`src/sv/efg_pkg.sv`:
```
// Package for the Ethernet frame generator: types, constants and helper functions.
package efg_pkg;

	localparam int COUNT_BITS  = 11;
	localparam int QUEUE_DEPTH = 4;
	localparam int QPTR_BITS   = $clog2(QUEUE_DEPTH);
	localparam int ADDR_BITS   = 6;
	localparam int DATA_BITS   = 64;

	localparam logic [63:0] HEADER_WORD = 64'hFB555555555555D5;
	localparam logic [31:0] CRC_POLY    = 32'hEDB88320;
	localparam logic [31:0] CRC_PRESET  = 32'hFFFFFFFF;
	localparam logic [7:0]  ALIGN_FILL  = 8'h07;
	localparam logic [5:0]  MIN_CAP     = 6'd46;

	localparam logic [47:0] DEST_MAC_RST = 48'd0;
	localparam logic [47:0] SRC_MAC_RST  = 48'd0;
	localparam logic [15:0] ETYPE_RST    = 16'hAEFE;
	localparam logic [5:0]  MIN_PAY_RST  = 6'd46;
	localparam logic [10:0] MAX_PAY_RST  = 11'd1474;

	// header byte positions
	localparam logic [5:0] HDR_CRC_START = 6'd8;
	localparam logic [5:0] HDR_LAST      = 6'd21;
	localparam logic [5:0] FCS_LAST      = 6'd3;

	// input opcodes
	localparam logic [1:0] OP_START = 2'd0;
	localparam logic [1:0] OP_DATA  = 2'd1;
	localparam logic [1:0] OP_END   = 2'd2;

	// register indexes (byte address = 8 * index)
	localparam logic [2:0] REG_DEST_MAC = 3'd0;
	localparam logic [2:0] REG_SRC_MAC  = 3'd1;
	localparam logic [2:0] REG_ETYPE    = 3'd2;
	localparam logic [2:0] REG_MIN_PAY  = 3'd3;
	localparam logic [2:0] REG_MAX_PAY  = 3'd4;

	typedef struct packed {
		logic [1:0] opcode;
		logic [7:0] payload_byte;
	} item_t;

	typedef struct packed {
		logic [7:0] out_byte;
		logic       run_last;
		logic       frame_end;
		logic       bytes_dropped;
	} result_t;

	typedef struct packed {
		logic [47:0] dest_mac;
		logic [47:0] src_mac;
		logic [15:0] ether_type;
		logic [5:0]  min_payload;
		logic [10:0] max_payload;
	} cfg_t;

	typedef enum logic [1:0] {
		CMD_START,
		CMD_DATA,
		CMD_END
	} cmd_kind_t;

	typedef struct packed {
		cmd_kind_t  kind;
		logic [7:0] data;
		logic [5:0] pad;
		logic [1:0] fill;
		logic       dropped;
	} cmd_t;

	typedef enum logic [2:0] {
		PH_IDLE,
		PH_HDR,
		PH_DATA,
		PH_PAD,
		PH_FCS,
		PH_FILL
	} phase_t;

	// reflected CRC-32, one byte
	function automatic logic [31:0] crc_byte(logic [31:0] crc, logic [7:0] b);
		logic [31:0] c;
		c = crc ^ {24'd0, b};
		for (int i = 0; i < 8; i++) begin
			c = c[0] ? ((c >> 1) ^ CRC_POLY) : (c >> 1);
		end
		return c;
	endfunction

	// byte idx of preamble/SFD, dest, src, ethertype
	function automatic logic [7:0] hdr_byte(logic [4:0] idx, logic [47:0] d,
			logic [47:0] s, logic [15:0] et);
		logic [175:0] v;
		v = {HEADER_WORD, d, s, et} << {idx, 3'b000};
		return v[175:168];
	endfunction

endpackage

```
`src/sv/efg_csr.sv`:
```
// Configuration registers behind the APB-style port.
module efg_csr (
	input  logic                           clk,
	input  logic                           arst_n,
	input  logic                           psel,
	input  logic                           penable,
	input  logic                           pwrite,
	input  logic [efg_pkg::ADDR_BITS-1:0]  paddr,
	input  logic [efg_pkg::DATA_BITS-1:0]  pwdata,
	output logic [efg_pkg::DATA_BITS-1:0]  prdata,
	output logic                           pready,
	output efg_pkg::cfg_t                  cfg
);
	efg_pkg::cfg_t cfg_q;
	logic [2:0]    idx;
	logic          wr_en;

	assign pready = 1'b1;
	assign idx    = paddr[5:3];
	assign wr_en  = psel && penable && pwrite;
	assign cfg    = cfg_q;

	always_ff @(posedge clk or negedge arst_n) begin
		if (!arst_n) begin
			cfg_q.dest_mac    <= efg_pkg::DEST_MAC_RST;
			cfg_q.src_mac     <= efg_pkg::SRC_MAC_RST;
			cfg_q.ether_type  <= efg_pkg::ETYPE_RST;
			cfg_q.min_payload <= efg_pkg::MIN_PAY_RST;
			cfg_q.max_payload <= efg_pkg::MAX_PAY_RST;
		end else if (wr_en) begin
			unique case (idx)
				efg_pkg::REG_DEST_MAC: cfg_q.dest_mac    <= pwdata[47:0];
				efg_pkg::REG_SRC_MAC:  cfg_q.src_mac     <= pwdata[47:0];
				efg_pkg::REG_ETYPE:    cfg_q.ether_type  <= pwdata[15:0];
				efg_pkg::REG_MIN_PAY:  cfg_q.min_payload <= pwdata[5:0];
				efg_pkg::REG_MAX_PAY:  cfg_q.max_payload <= pwdata[10:0];
				default: ;
			endcase
		end
	end

	always_comb begin
		unique case (idx)
			efg_pkg::REG_DEST_MAC: prdata = {16'd0, cfg_q.dest_mac};
			efg_pkg::REG_SRC_MAC:  prdata = {16'd0, cfg_q.src_mac};
			efg_pkg::REG_ETYPE:    prdata = {48'd0, cfg_q.ether_type};
			efg_pkg::REG_MIN_PAY:  prdata = {58'd0, cfg_q.min_payload};
			efg_pkg::REG_MAX_PAY:  prdata = {53'd0, cfg_q.max_payload};
			default:               prdata = '0;
		endcase
	end
endmodule

```
`src/sv/efg_front.sv`:
```
// Front end: accepts items, tracks frame state and turns items into commands.
module efg_front (
	input  logic          clk,
	input  logic          arst_n,
	input  logic          accept,
	input  efg_pkg::item_t item,
	input  efg_pkg::cfg_t  cfg,
	output logic          cmd_wr,
	output efg_pkg::cmd_t  cmd
);
	logic                           in_frame_q;
	logic [efg_pkg::COUNT_BITS-1:0] count_q;
	logic                           dropped_q;

	logic [efg_pkg::COUNT_BITS-1:0] max_ext;
	logic [efg_pkg::COUNT_BITS-1:0] minp_ext;
	logic [5:0]                     minp;
	logic                           short_pay;
	logic [1:0]                     len_lo;
	logic                           data_ok;

	assign minp      = (cfg.min_payload > efg_pkg::MIN_CAP) ? efg_pkg::MIN_CAP : cfg.min_payload;
	assign minp_ext  = efg_pkg::COUNT_BITS'(minp);
	assign max_ext   = efg_pkg::COUNT_BITS'(cfg.max_payload);
	assign short_pay = count_q < minp_ext;
	assign len_lo    = short_pay ? minp[1:0] : count_q[1:0];
	assign data_ok   = count_q < max_ext;

	always_comb begin
		cmd.kind    = efg_pkg::CMD_START;
		cmd.data    = item.payload_byte;
		cmd.pad     = short_pay ? (minp - count_q[5:0]) : 6'd0;
		// frame length = 26 + payload, rounded up to a multiple of four
		cmd.fill    = 2'd2 - len_lo;
		cmd.dropped = dropped_q;
		cmd_wr      = 1'b0;
		unique case (item.opcode)
			efg_pkg::OP_START: begin
				cmd.kind = efg_pkg::CMD_START;
				cmd_wr   = accept;
			end
			efg_pkg::OP_DATA: begin
				cmd.kind = efg_pkg::CMD_DATA;
				cmd_wr   = accept && in_frame_q && data_ok;
			end
			efg_pkg::OP_END: begin
				cmd.kind = efg_pkg::CMD_END;
				cmd_wr   = accept && in_frame_q;
			end
			default: ;
		endcase
	end

	always_ff @(posedge clk or negedge arst_n) begin
		if (!arst_n) begin
			in_frame_q <= 1'b0;
			count_q    <= '0;
			dropped_q  <= 1'b0;
		end else if (accept) begin
			unique case (item.opcode)
				efg_pkg::OP_START: begin
					in_frame_q <= 1'b1;
					count_q    <= '0;
					dropped_q  <= 1'b0;
				end
				efg_pkg::OP_DATA: begin
					if (in_frame_q) begin
						if (data_ok) begin
							count_q <= count_q + 1'b1;
						end else begin
							dropped_q <= 1'b1;
						end
					end
				end
				efg_pkg::OP_END: begin
					in_frame_q <= 1'b0;
					count_q    <= '0;
					dropped_q  <= 1'b0;
				end
				default: ;
			endcase
		end
	end
endmodule

```
`src/sv/efg_cmd_queue.sv`:
```
// Short command queue between the front end and the byte sequencer.
module efg_cmd_queue (
	input  logic          clk,
	input  logic          arst_n,
	input  logic          wr,
	input  efg_pkg::cmd_t wdata,
	output logic          full,
	input  logic          rd,
	output logic          valid,
	output efg_pkg::cmd_t rdata
);
	efg_pkg::cmd_t                mem [efg_pkg::QUEUE_DEPTH];
	logic [efg_pkg::QPTR_BITS-1:0] wptr_q;
	logic [efg_pkg::QPTR_BITS-1:0] rptr_q;
	logic [efg_pkg::QPTR_BITS:0]   cnt_q;
	logic                          do_wr;
	logic                          do_rd;

	assign full  = cnt_q == (efg_pkg::QPTR_BITS + 1)'(efg_pkg::QUEUE_DEPTH);
	assign valid = cnt_q != '0;
	assign rdata = mem[rptr_q];
	assign do_wr = wr && !full;
	assign do_rd = rd && valid;

	always_ff @(posedge clk) begin
		if (do_wr) begin
			mem[wptr_q] <= wdata;
		end
	end

	always_ff @(posedge clk or negedge arst_n) begin
		if (!arst_n) begin
			wptr_q <= '0;
			rptr_q <= '0;
			cnt_q  <= '0;
		end else begin
			if (do_wr) begin
				wptr_q <= wptr_q + 1'b1;
			end
			if (do_rd) begin
				rptr_q <= rptr_q + 1'b1;
			end
			if (do_wr && !do_rd) begin
				cnt_q <= cnt_q + 1'b1;
			end else if (do_rd && !do_wr) begin
				cnt_q <= cnt_q - 1'b1;
			end
		end
	end
endmodule

```
`src/sv/efg_back.sv`:
```
// Back end: expands commands into frame bytes, runs the CRC, holds the output register.
module efg_back (
	input  logic             clk,
	input  logic             arst_n,
	input  efg_pkg::cfg_t    cfg,
	input  logic             cmd_valid,
	input  efg_pkg::cmd_t    cmd,
	output logic             cmd_pop,
	output logic             empty,
	input  logic             pop,
	output efg_pkg::result_t result
);
	efg_pkg::phase_t  phase_q, phase_d;
	logic [5:0]       cnt_q, cnt_d;
	efg_pkg::cmd_t    cur_q;
	logic [31:0]      crc_q, crc_d;
	logic             out_valid_q;
	efg_pkg::result_t out_q;

	logic             out_ready;
	logic             emit;
	logic             done;
	logic             take;
	logic [7:0]       byte_d;
	logic             last_d;
	logic             fend_d;
	logic             crc_en;
	logic             crc_preset;
	logic [31:0]      fcs;
	logic [31:0]      fcs_sh;

	assign out_ready = !out_valid_q || pop;
	assign emit      = (phase_q != efg_pkg::PH_IDLE) && out_ready;
	assign done      = (emit && last_d) || (phase_q == efg_pkg::PH_IDLE);
	assign take      = done && cmd_valid;
	assign cmd_pop   = take;
	assign empty     = !out_valid_q;
	assign result    = out_q;
	assign fcs       = ~crc_q;
	assign fcs_sh    = fcs >> {cnt_q[1:0], 3'b000};

	// byte, CRC step and flags for the current phase
	always_comb begin
		byte_d     = 8'd0;
		last_d     = 1'b0;
		fend_d     = 1'b0;
		crc_en     = 1'b0;
		crc_preset = 1'b0;
		unique case (phase_q)
			efg_pkg::PH_IDLE: ;
			efg_pkg::PH_HDR: begin
				byte_d     = efg_pkg::hdr_byte(cnt_q[4:0], cfg.dest_mac, cfg.src_mac,
						cfg.ether_type);
				crc_preset = cnt_q < efg_pkg::HDR_CRC_START;
				crc_en     = !crc_preset;
				last_d     = cnt_q == efg_pkg::HDR_LAST;
			end
			efg_pkg::PH_DATA: begin
				byte_d = cur_q.data;
				crc_en = 1'b1;
				last_d = 1'b1;
			end
			efg_pkg::PH_PAD: begin
				crc_en = 1'b1;
			end
			efg_pkg::PH_FCS: begin
				byte_d = fcs_sh[7:0];
				last_d = (cnt_q == efg_pkg::FCS_LAST) && (cur_q.fill == 2'd0);
				fend_d = last_d;
			end
			efg_pkg::PH_FILL: begin
				byte_d = efg_pkg::ALIGN_FILL;
				last_d = cnt_q == 6'd1;
				fend_d = last_d;
			end
			default: ;
		endcase
	end

	always_comb begin
		crc_d = crc_q;
		if (emit) begin
			if (crc_preset) begin
				crc_d = efg_pkg::CRC_PRESET;
			end else if (crc_en) begin
				crc_d = efg_pkg::crc_byte(crc_q, byte_d);
			end
		end
	end

	// next phase
	always_comb begin
		phase_d = phase_q;
		cnt_d   = cnt_q;
		if (take) begin
			cnt_d = 6'd0;
			unique case (cmd.kind)
				efg_pkg::CMD_START: phase_d = efg_pkg::PH_HDR;
				efg_pkg::CMD_DATA:  phase_d = efg_pkg::PH_DATA;
				efg_pkg::CMD_END: begin
					if (cmd.pad != 6'd0) begin
						phase_d = efg_pkg::PH_PAD;
						cnt_d   = cmd.pad;
					end else begin
						phase_d = efg_pkg::PH_FCS;
					end
				end
				default: phase_d = efg_pkg::PH_IDLE;
			endcase
		end else if (done) begin
			phase_d = efg_pkg::PH_IDLE;
		end else if (emit) begin
			unique case (phase_q)
				efg_pkg::PH_HDR: cnt_d = cnt_q + 1'b1;
				efg_pkg::PH_PAD: begin
					if (cnt_q == 6'd1) begin
						phase_d = efg_pkg::PH_FCS;
						cnt_d   = 6'd0;
					end else begin
						cnt_d = cnt_q - 1'b1;
					end
				end
				efg_pkg::PH_FCS: begin
					if (cnt_q == efg_pkg::FCS_LAST) begin
						phase_d = efg_pkg::PH_FILL;
						cnt_d   = {4'd0, cur_q.fill};
					end else begin
						cnt_d = cnt_q + 1'b1;
					end
				end
				efg_pkg::PH_FILL: cnt_d = cnt_q - 1'b1;
				default: ;
			endcase
		end
	end

	always_ff @(posedge clk or negedge arst_n) begin
		if (!arst_n) begin
			phase_q     <= efg_pkg::PH_IDLE;
			cnt_q       <= '0;
			crc_q       <= efg_pkg::CRC_PRESET;
			out_valid_q <= 1'b0;
		end else begin
			phase_q <= phase_d;
			cnt_q   <= cnt_d;
			crc_q   <= crc_d;
			if (emit) begin
				out_valid_q <= 1'b1;
			end else if (pop) begin
				out_valid_q <= 1'b0;
			end
		end
	end

	always_ff @(posedge clk) begin
		if (take) begin
			cur_q <= cmd;
		end
		if (emit) begin
			out_q.out_byte      <= byte_d;
			out_q.run_last      <= last_d;
			out_q.frame_end     <= fend_d;
			out_q.bytes_dropped <= fend_d && cur_q.dropped;
		end
	end
endmodule

```
`src/sv/ethernet_frame_generator_top.sv`:
```
// Top level of the Ethernet frame generator.
//
//  channel  | handshake          | payload            | notes
//  ---------+--------------------+--------------------+------------------------------
//  input    | push / full        | item (item_t)      | start, data byte, end
//  result   | empty / pop        | result (result_t)  | one frame byte per transaction
//  config   | psel/penable/...   | pwdata / prdata    | 8-byte register stride
//
// One item is taken per cycle while the 4-entry command queue has room.
// The byte sequencer emits one frame byte per cycle unless pop stalls it: a start
// yields 22 bytes, a data byte one, an end 4 to 50 (padding, FCS, alignment fill);
// the sequencer sets the rate. The output register is refilled in the cycle it is popped;
// pop low stalls the sequencer, and full rises once the queue backs up. Reset is
// asynchronous and leaves no frame open with the registers at their defaults.
module ethernet_frame_generator_top (
	input  logic                          clk,
	input  logic                          arst_n,
	input  logic                          push,
	output logic                          full,
	input  efg_pkg::item_t                item,
	output logic                          empty,
	input  logic                          pop,
	output efg_pkg::result_t              result,
	input  logic                          psel,
	input  logic                          penable,
	input  logic                          pwrite,
	input  logic [efg_pkg::ADDR_BITS-1:0] paddr,
	input  logic [efg_pkg::DATA_BITS-1:0] pwdata,
	output logic [efg_pkg::DATA_BITS-1:0] prdata,
	output logic                          pready
);
	efg_pkg::cfg_t cfg;
	efg_pkg::cmd_t cmd_in;
	efg_pkg::cmd_t cmd_out;
	logic          cmd_wr;
	logic          cmd_valid;
	logic          cmd_pop;
	logic          accept;

	assign accept = push && !full;

	efg_csr u_csr (
		.clk     (clk),
		.arst_n  (arst_n),
		.psel    (psel),
		.penable (penable),
		.pwrite  (pwrite),
		.paddr   (paddr),
		.pwdata  (pwdata),
		.prdata  (prdata),
		.pready  (pready),
		.cfg     (cfg)
	);

	efg_front u_front (
		.clk    (clk),
		.arst_n (arst_n),
		.accept (accept),
		.item   (item),
		.cfg    (cfg),
		.cmd_wr (cmd_wr),
		.cmd    (cmd_in)
	);

	efg_cmd_queue u_queue (
		.clk    (clk),
		.arst_n (arst_n),
		.wr     (cmd_wr),
		.wdata  (cmd_in),
		.full   (full),
		.rd     (cmd_pop),
		.valid  (cmd_valid),
		.rdata  (cmd_out)
	);

	efg_back u_back (
		.clk       (clk),
		.arst_n    (arst_n),
		.cfg       (cfg),
		.cmd_valid (cmd_valid),
		.cmd       (cmd_out),
		.cmd_pop   (cmd_pop),
		.empty     (empty),
		.pop       (pop),
		.result    (result)
	);
endmodule

```
`config.mk`:
```
export PLATFORM = sky130hd
export DESIGN_NAME = ethernet_frame_generator_top
export DESIGN_NICKNAME = d
export VERILOG_FILES = /design/src/sv/efg_pkg.sv /design/src/sv/efg_csr.sv /design/src/sv/efg_front.sv /design/src/sv/efg_cmd_queue.sv /design/src/sv/efg_back.sv /design/src/sv/ethernet_frame_generator_top.sv
export SDC_FILE = /design/constraint.sdc
export NUM_CORES = 1
export LEC_CHECK = 0
export ABC_AREA = 1
export BUFFER_PORTS_ARGS = -buffer_cell sky130_fd_sc_hd__clkbuf_2
export CORE_MARGIN = 8
export CORE_UTILIZATION = 45
export DETAILED_ROUTE_END_ITERATION = 6
export GPL_ROUTABILITY_DRIVEN = 1
export GPL_TIMING_DRIVEN = 0
export PLACE_DENSITY_LB_ADDON = 0.05
export SLEW_MARGIN = 40
export SYNTH_ARGS = -nofsm -noshare
export SYNTH_HDL_FRONTEND = slang
export SYNTH_SLANG_ARGS = --single-unit
```
`constraint.sdc`:
```
create_clock -name clk -period 7.5 [get_ports clk]
set_clock_uncertainty 0.05 [all_clocks]
set_input_delay 2.25 -clock clk [delete_from_list [all_inputs] [get_ports clk]]
set_output_delay 2.25 -clock clk [all_outputs]
set_load 0.01 [all_outputs]
```
## After elaboration in Yosys (flattened, before gate mapping)

Memory sizes are Yosys's and may differ from the RTL's.
Index checks and enable logic that the tools add are counted.

- Bits in registers: 213
- Memory bits (writable): 76
- Input port bits: 87
- Output and inout bits: 78
- Word-level logic and storage cells: 172
- Memories: 1

- Add/sub/neg operators: 9
- Order comparisons: 4
- Equality and inequality tests: 23
- Shift-type cells: 2
- Mux-type cells: 50
- Bitwise gates (word level): 10
- Reductions and logical operators: 51

Memories:

| name | depth | bits a word | read ports | clocked after memory_dff | write ports | line | RTL |
|---|---|---|---|---|---|---|---|
| u_queue.mem | 4 | 19 | 1 | 0 | 1 | efg_cmd_queue.sv:12 | `efg_pkg::cmd_t mem [efg_pkg::QUEUE_DEPTH];` |

Operator list:

| cell | number |
|---|---|
| 32-bit two-way mux | 10 |
| 48-bit case mux with 5 select lines | 1 |
| 176-bit by 8-bit << shifter with 176-bit output | 1 |
| 13-bit NOT with 14-bit output | 8 |
| 6-bit two-way mux | 9 |
| 32-bit NOT | 1 |
| 8-bit case mux with 4 select lines | 1 |
| 32-bit by 5-bit >> shifter with 8-bit output | 1 |
| 32-bit by 8-bit XOR with 32-bit output | 1 |
| 3-bit two-way mux | 8 |
| 6-bit case mux with 4 select lines | 1 |
| 11-bit two-way mux | 2 |
| 11-bit case mux with 2 select lines | 1 |
| 1-bit logical AND | 14 |
| 2-bit AND reduction | 7 |
| 3-bit by 2-bit == test with 1-bit output (second input constant) | 4 |
| 3-bit == test (second input constant) | 4 |
| 4-bit AND reduction | 3 |
| 2-bit nonzero test | 6 |
| 11-bit by 1-bit adder with 11-bit output (second input constant) | 1 |
| 11-bit less-than comparator | 1 |
| 11-bit by 6-bit less-than comparator with 1-bit output | 1 |
| 3-bit case mux with 3 select lines | 1 |
| 3-bit nonzero test | 3 |
| 34 further kinds | 59 |

## Longest topological paths before layout

Gate-level depths: netlist of run 1.

- Depth in word-level cells: 22
- Gate-level depth with buffers: 22
- Depth with buffers taken out: 21

## Cells and area by module

From an unflattened synthesis of run 1, not the netlist that was laid out.

- Cell total of the unflattened synthesis: 2224
- Area, all modules: 17347.9 sq um

By module, submodules not included:

| module | times used | cells each | area each (sq um) | sequential area each (sq um) |
|---|---|---|---|---|
| efg_csr | 1 | 726 | 6062.1 | 3254.4 |
| efg_back | 1 | 920 | 5889.4 | 1751.7 |
| efg_cmd_queue | 1 | 282 | 3553.4 | 2457.4 |
| efg_front | 1 | 294 | 1833.0 | 325.3 |
| ethernet_frame_generator_top | 1 | 2 | 10.0 | 0.0 |

## Least setup slack after synthesis of run 1

No wires, ideal clock.

- Kind: input-to-output
- From: input paddr[4] (netlist bit)
- To: output prdata[16] (netlist bit)
- Data arrival time: 3.410 ns
- Required time: 5.200 ns
- Slack: 1.790 ns
- Cell stages on the path: 5
- Path buffers: 2
- Cell sequence: nor3_2 > inv_1 > clkbuf_1 > buf_1 > o22ai_1

- Cells in the longest elaborated chain, start to end: 2
- Elaborated cells between the ends (all ways): 6
- Classes of those cells: eq/ne: 4; mux: 1; reduce/logical: 1

RTL lines:

| item | line | RTL |
|---|---|---|
| start: declaration | ethernet_frame_generator_top.sv:27 | `input logic [efg_pkg::ADDR_BITS-1:0] paddr,` |
| 3-bit == test, or another cell as far along | efg_csr.sv:43 | `unique case (idx)` |
| 48-bit case mux with 5 select lines * | efg_csr.sv:43 |  |
| end: declaration | ethernet_frame_generator_top.sv:29 | `output logic [efg_pkg::DATA_BITS-1:0] prdata,` |

Every way passes the cells marked *; elsewhere a longest branch is shown, timed or not.

## Worst setup path after layout of run 1

- From: input paddr[5] (netlist bit)
- To: output prdata[16] (netlist bit)

Same word-level chain as after synthesis.

==> summary.md, run 1 <==
| Metric | Value |
|---|---|
| P&R area growth vs syn | 16.3% |
| Overflow after GRT | 0 |
| HPWL after detailed placement | 38.1 mm |
| First-pass GRT wire length | 80.1 mm |
| Synth top area cells | dfrtp_1 (22%), edfxtp_1 (18%), nand2_1 (11%) |
| Netlist cell types | 55 |
| WHS Path Cells | 2 |
| CTS tree | done |
| Setup_tns | 0 ns |
| Tmin final | 6.57 ns |
| Clock Path Buffers | 3 |
| CTS Sinks | just under 300 |
| Post-synthesis cell type with the largest combined area | dfrtp_1 |
| Register area | 7790 um2 |
| Post-synth EDFFs | 98 |
| Root Driver | clkbuf_16 |
| Worst-path clk slew | ~0.060 ns |
| RSZ-0062 raised after global routing | false |
| CP most frequent cell | clkbuf_2 |
| Critical R2R Capture | u_queue.cnt_q[1] |
| Die span in y | 204 um |
| Max Clock Freq | 152 MHz |
| Crit-path slowest cell | nor3_4 |
| Netlist Area Pre-Place | approximately 16000 um2 |
| Worst Path Arrival | 4.27 ns |
| Worst Min Path Start | u_back.crc_q[24] |
| Cell with the most instances after synthesis | nand2_1 |
| Power per cell area | 445 nW/um2 |
| CP peak stage delay | 0.48 ns |
| Worst reg2reg setup slack | 3.52 ns |
| Worst slew margin | 39.9% |
| WL/cell | approximately 20 um |
| Post-synthesis register bit count | 289 |
| Total routed wirelength | roughly 52 mm |
| Cell row count | 69 |
| Total power draw | 0.00827 W |
| Mapped Cells | 1920 |
| Dominant synthesized flop cell | dfrtp_1 |
| Worst-Skew Late Latency | 0.53 ns |
| Postcts setup bufs | 0 |
| GPL Wtd Cong | 0.896 |
| Pre-antenna DRT Iters | 5 |
| Yosys warnings | 0 |
| Setup-failing EPs final | 0 |
| CTS Buf Count | 35 |
| Post-cts sizing count | 0 |
| Initial Util | 45.3% |
| Diodes inserted | 0 |
| Layout cells sized above 1 | around a fifth |
| Worst slew pin tran | 0.895 ns |
| Asr flop ratio synth | around two thirds |
| Worst-path cell chain | clkbuf_2 -> nor3_4 -> inv_1 -> clkbuf_1 -> buf_1 -> o22ai_1 -> clkbuf_2 |
| Register area share after synthesis | between 40% and 50% |
| Htree depth | 2 |
| Die area | approximately 42000 um2 |
| DR iter-0 viols | around 1100 |
| Status | finished clean |
| Static Leak | 8.54 nW |
| Period utilization | 87.6% |
| Largest net degree at the start of global routing | 58 |
| Fin util | 52.6% |
| Port Buf Inserts | 128 |
| Crit Path Class | in2out |
| Crit path capture type | output port |
| Worst Hold End | u_back.crc_q[24] |
| Post-DRT Antenna Nets | 0 |
| Maxcap violations | 0 |
| Top cell type's share of synthesized area | between 20% and 30% |
| Synth top cells by count | nand2_1 (473), inv_1 (228), o21ai_0 (188) |
| IO Count | between 150 and 200 |
| Core box area | 35300 um2 |
| Syn Area/Cell | 8.33 um2 |
| Number of global-route vias before repair | 13863 |
| R2R Path Start | u_back.cnt_q[1] |
| Footprint of the multi-input gates | around 6800 um2 |
| Via count | around 14000 |
| Reg2Reg Depth | 18 |
| Worst setup SP type | primary input |
| Initial antenna violation count | 0 |
| HP Class | reg2reg |
| Nets@finish | about 2200 |
| Die W | 204 um |
| VDD IR max | ~250 uV |
| Final hold vios | 0 |
| GRT Total Usage | between 20% and 30% |
| DRC viols | 0 |
| DR vias/cell | 5.42 |
| Worst path required time | around 5.2 ns |
| Slew Viols, Final | 0 |
| FILL cells | 3434 |
| # hold bufs at CTS | 0 |
| CP max FO | 10 |
## placed cells by master, fill, tap and decap left out, drive strengths merged, types with 53 or more instances in the layout
cell,instances
o22ai,64
clkbuf,213
inv,253
nor2,111
a21oi,66
dfrtp,138
nand3,137
buf,65
nand2,517
edfxtp,98
o21ai,211
dfstp,53
## per-stage QoR
stage | area (um2) | hold slack (ns) | std cells | setup WS (ns)
5_1_grt | 18600 | 0.429 | 2595 | 0.796
3_3_place_gp | 17300 | 0.406 | 2524 | 0.158
2_1_floorplan | 16000 | 0.398 | 1935 | 1.79
3_5_place_dp | 17500 | 0.418 | 2531 | 0.750
4_1_cts | 18600 | 0.425 | 2595 | 0.745
6_report | 18600 | 0.423 | 2595 | 0.934
## flip-flops by register name (all words and copies together) (netlist names), 2 cells and up
name,flops
u_back.phase_q,3
u_front.count_q,11
u_queue.rptr_q,2
u_back.cur_q,11
u_queue.wptr_q,2
u_queue.mem,76
u_queue.cnt_q,3
u_csr.cfg,129
u_back.crc_q,32
u_back.result,11
u_back.cnt_q,6
## power by group
part,switching (W),internal (W)
sequential,0.000256,0.00221
combinational,0.00281,0.00131
clock,0.000680,0.000998
total,0.00374,0.00453
## worst max path at each step
stage / cells after the start / to / from / slack (ns)
final: 7 / prdata[16] / paddr[5] / 0.93
after global routing: 7 / prdata[16] / paddr[5] / 0.80
after CTS: 7 / prdata[16] / paddr[5] / 0.74
after detailed placement: 7 / prdata[16] / paddr[5] / 0.75
after global placement: 1 / u_queue.wptr_q[1] / arst_n / 0.16
after floorplan: 5 / prdata[16] / paddr[4] / 1.79
## logic make-up (layout without fill, tap and decap cells)
family          Yosys count  in the layout  synth area share [%]
other cells               2             17                0.0470
simple gates            799            799                  21.8
flops                   289            289                  48.7
xor+xnor                 40             40                  2.24
fa+ha+maj                34             34                  2.76
compound gates          397            397                  14.1
buf+inv                 347            546                  9.47
mux                      12             12                 0.845
## per-layer routing
layer	wire, um	track usage, %	part of all wire [%]
met1	22700	33.8	44
met2	23900	39.3	46
met3	3520	3.76	6.8
met4	1480	8.18	2.9
met5	0	0	0
## worst max-delay path, delay by kind of cell
kind                   cells  cell delay (ns)
buffers and inverters      5             1.27
and+or+nand+nor            1             0.48
AOI/OAI and AO/OA          1             0.25
## area by class of cell
class	instances	area share, %
flip-flops and latches	289	41.9
multi-input cells	1299	36.5
clock buffers	46	5.10
inverters	250	5.08
repair buffers	135	4.26
well taps	461	3.10
plain buffers	97	3.07
clock inverters	18	0.949
(Power assumes the default switching activity.)
==> run 2, diff against run 1 <==
--- a/config.mk
+++ b/config.mk
@@ -8,7 +8,7 @@
 export ABC_AREA = 1
 export BUFFER_PORTS_ARGS = -buffer_cell sky130_fd_sc_hd__clkbuf_2
 export CORE_MARGIN = 8
-export CORE_UTILIZATION = 45
+export CORE_UTILIZATION = 30
 export DETAILED_ROUTE_END_ITERATION = 6
 export GPL_ROUTABILITY_DRIVEN = 1
 export GPL_TIMING_DRIVEN = 0
==> summary.md, run 2 (synthesis gave the netlist of run 1 again) <==
| Metric | Value |
|---|---|
| Max reg flops | 129 |
| Total routed wirelength | 58.8 mm |
| Initial antenna violation count | 1 |
| DR iter-0 viols | 1047 |
| HPWL after detailed placement | 43.4 mm |
| DR vias/cell | 4.92 |
| Reg2Reg Depth | 18 |
| Power per cell area | 448 nW/um2 |
| Max Clock Freq | about 150 MHz |
| Setup_tns | 0 ns |
| Htree depth | 2 |
| Root Driver | clkbuf_16 |
| CTS Sinks | 289 |
| Maxcap violations | 0 |
| Crit path capture type | output port |
| Status | finished clean |
| GRT Total Usage | 19.1% |
| Initial Util | roughly 30% |
| P&R area growth vs syn | 19.0% |
| Final cell count without fillers | 2826 |
| Most frequent cells in the layout | nand2_1 (473), inv_1 (228), o21ai_0 (188) |
| Tmin final | between 6 and 7 ns |
| VDD IR max | 182 uV |
| CTS tree | done |
| Via count | 13893 |
| Die span in y | approximately 250 um |
| Final hold vios | 0 |
| Placed Cells | about 2800 |
| Slew Viols, Final | 0 |
| CP max FO | 10 |
| Core box area | 52700 um2 |
| Crit Path Class | in2out |
| Pre-antenna DRT Iters | 5 |
| Period utilization | 89.1% |
| Worst setup SP type | primary input |
| First-pass GRT wire length | between 80 and 90 mm |
| Postcts setup bufs | 0 |
| R2R Path Start | u_back.cnt_q[1] |
| Worst path required time | 5.20 ns |
| Worst-path clk slew | 0.06 ns |
| GPL Wtd Cong | 0.867 |
| Worst Min Path Start | u_back.crc_q[24] |
| Worst Hold End | u_back.crc_q[24] |
| Clock Path Buffers | 3 |
| Worst reg2reg setup slack | 3.44 ns |
| IO Count | 165 |
| RSZ-0062 raised after global routing | false |
| Worst-Skew Late Latency | between 0.5 and 0.6 ns |
| WHS Path Cells | 2 |
| Post-DRT Antenna Nets | 0 |
| Critical R2R Capture | u_queue.cnt_q[1] |
| Post-cts sizing count | 0 |
| Worst slew margin | 47.1% |
| Number of global-route vias before repair | 13817 |
| Most common cell after layout, fill and taps aside | nand2_1 |
| Total power draw | about 0.0085 W |
| WL/cell | 20.8 um |
| Die area | 60900 um2 |
| Layout cells sized above 1 | 19.1% |
| CTS Buf Count | 37 |
| HP Class | reg2reg |
| Cell row count | 84 |
| Port Buf Inserts | between 100 and 150 |
| Setup-failing EPs final | 0 |
| Worst Path Arrival | around 4.4 ns |
| Static Leak | 8.60 nW |
| Diodes inserted | 0 |
| Overflow after GRT | 0 |
| # hold bufs at CTS | 0 |
| Nets@finish | 2230 |
| Die W | between 200 and 250 um |
| Fin util | ~36% |
| Largest net degree at the start of global routing | 63 |
| Worst slew pin tran | 0.794 ns |
| DRC viols | 0 |
-- run 2: cell count changes in the layout (fill, tap and decap cells not counted), sizes merged --
cell and change:
bufinv -2, clkbuf +12, clkinv -5, clkinvlp +1, inv -2
-- run 2: how the worst max path moves through the flow --
stage,to,slack (ns),start
6_report,prdata[2],0.81,paddr[5]
5_1_grt,prdata[16],0.62,paddr[5]
4_1_cts,prdata[16],0.59,paddr[5]
3_5_place_dp,prdata[16],0.60,paddr[5]
3_3_place_gp,u_queue.wptr_q[1],-0.19,arst_n
2_1_floorplan,prdata[16],1.79,paddr[4]
-- run 2: layout make-up --
cell class / count / area [um2]
Buffer: 97 / 571
Clock buffer: 58 / 1100
Clock inverter: 10 / 131
Fill cell: 5513 / 33600
Inverter: 250 / 943
Multi-Input combinational cell: 1299 / 6800
Sequential cell: 289 / 7790
Tap cell: 688 / 861
Timing Repair Buffer: 135 / 817
-- run 2: worst max-delay path, stage by stage --
cell,delay (ns)
clkbuf_2,0.16
inv_1,0.05
nand2_1,0.21
clkbuf_1,0.55
buf_1,0.63
o21ai_0,0.33
clkbuf_2,0.20
-- run 2: through the flow --
stage / hold WS, ns / setup WS (ns) / instance area, um2
6_report: 0.420 / 0.815 / 19000
3_3_place_gp: 0.409 / -0.189 / 17500
3_5_place_dp: 0.410 / 0.595 / 17800
2_1_floorplan: 0.398 / 1.79 / 16000
4_1_cts: 0.420 / 0.591 / 19000
5_1_grt: 0.433 / 0.618 / 19000
-- run 2: routing by layer --
metal	routed length, um	share of wire [%]	GRT usage, %
met1	26900	46	25.8
met2	27700	47	31.5
met3	2880	4.9	3.09
met4	1350	2.3	5.07
met5	13	0.022	0
-- run 2: power breakdown --
part / internal [W] / switching, W
clock network: 0.00106 / 0.000753
registers: 0.00221 / 0.000261
logic: 0.00132 / 0.00291
total: 0.00459 / 0.00393
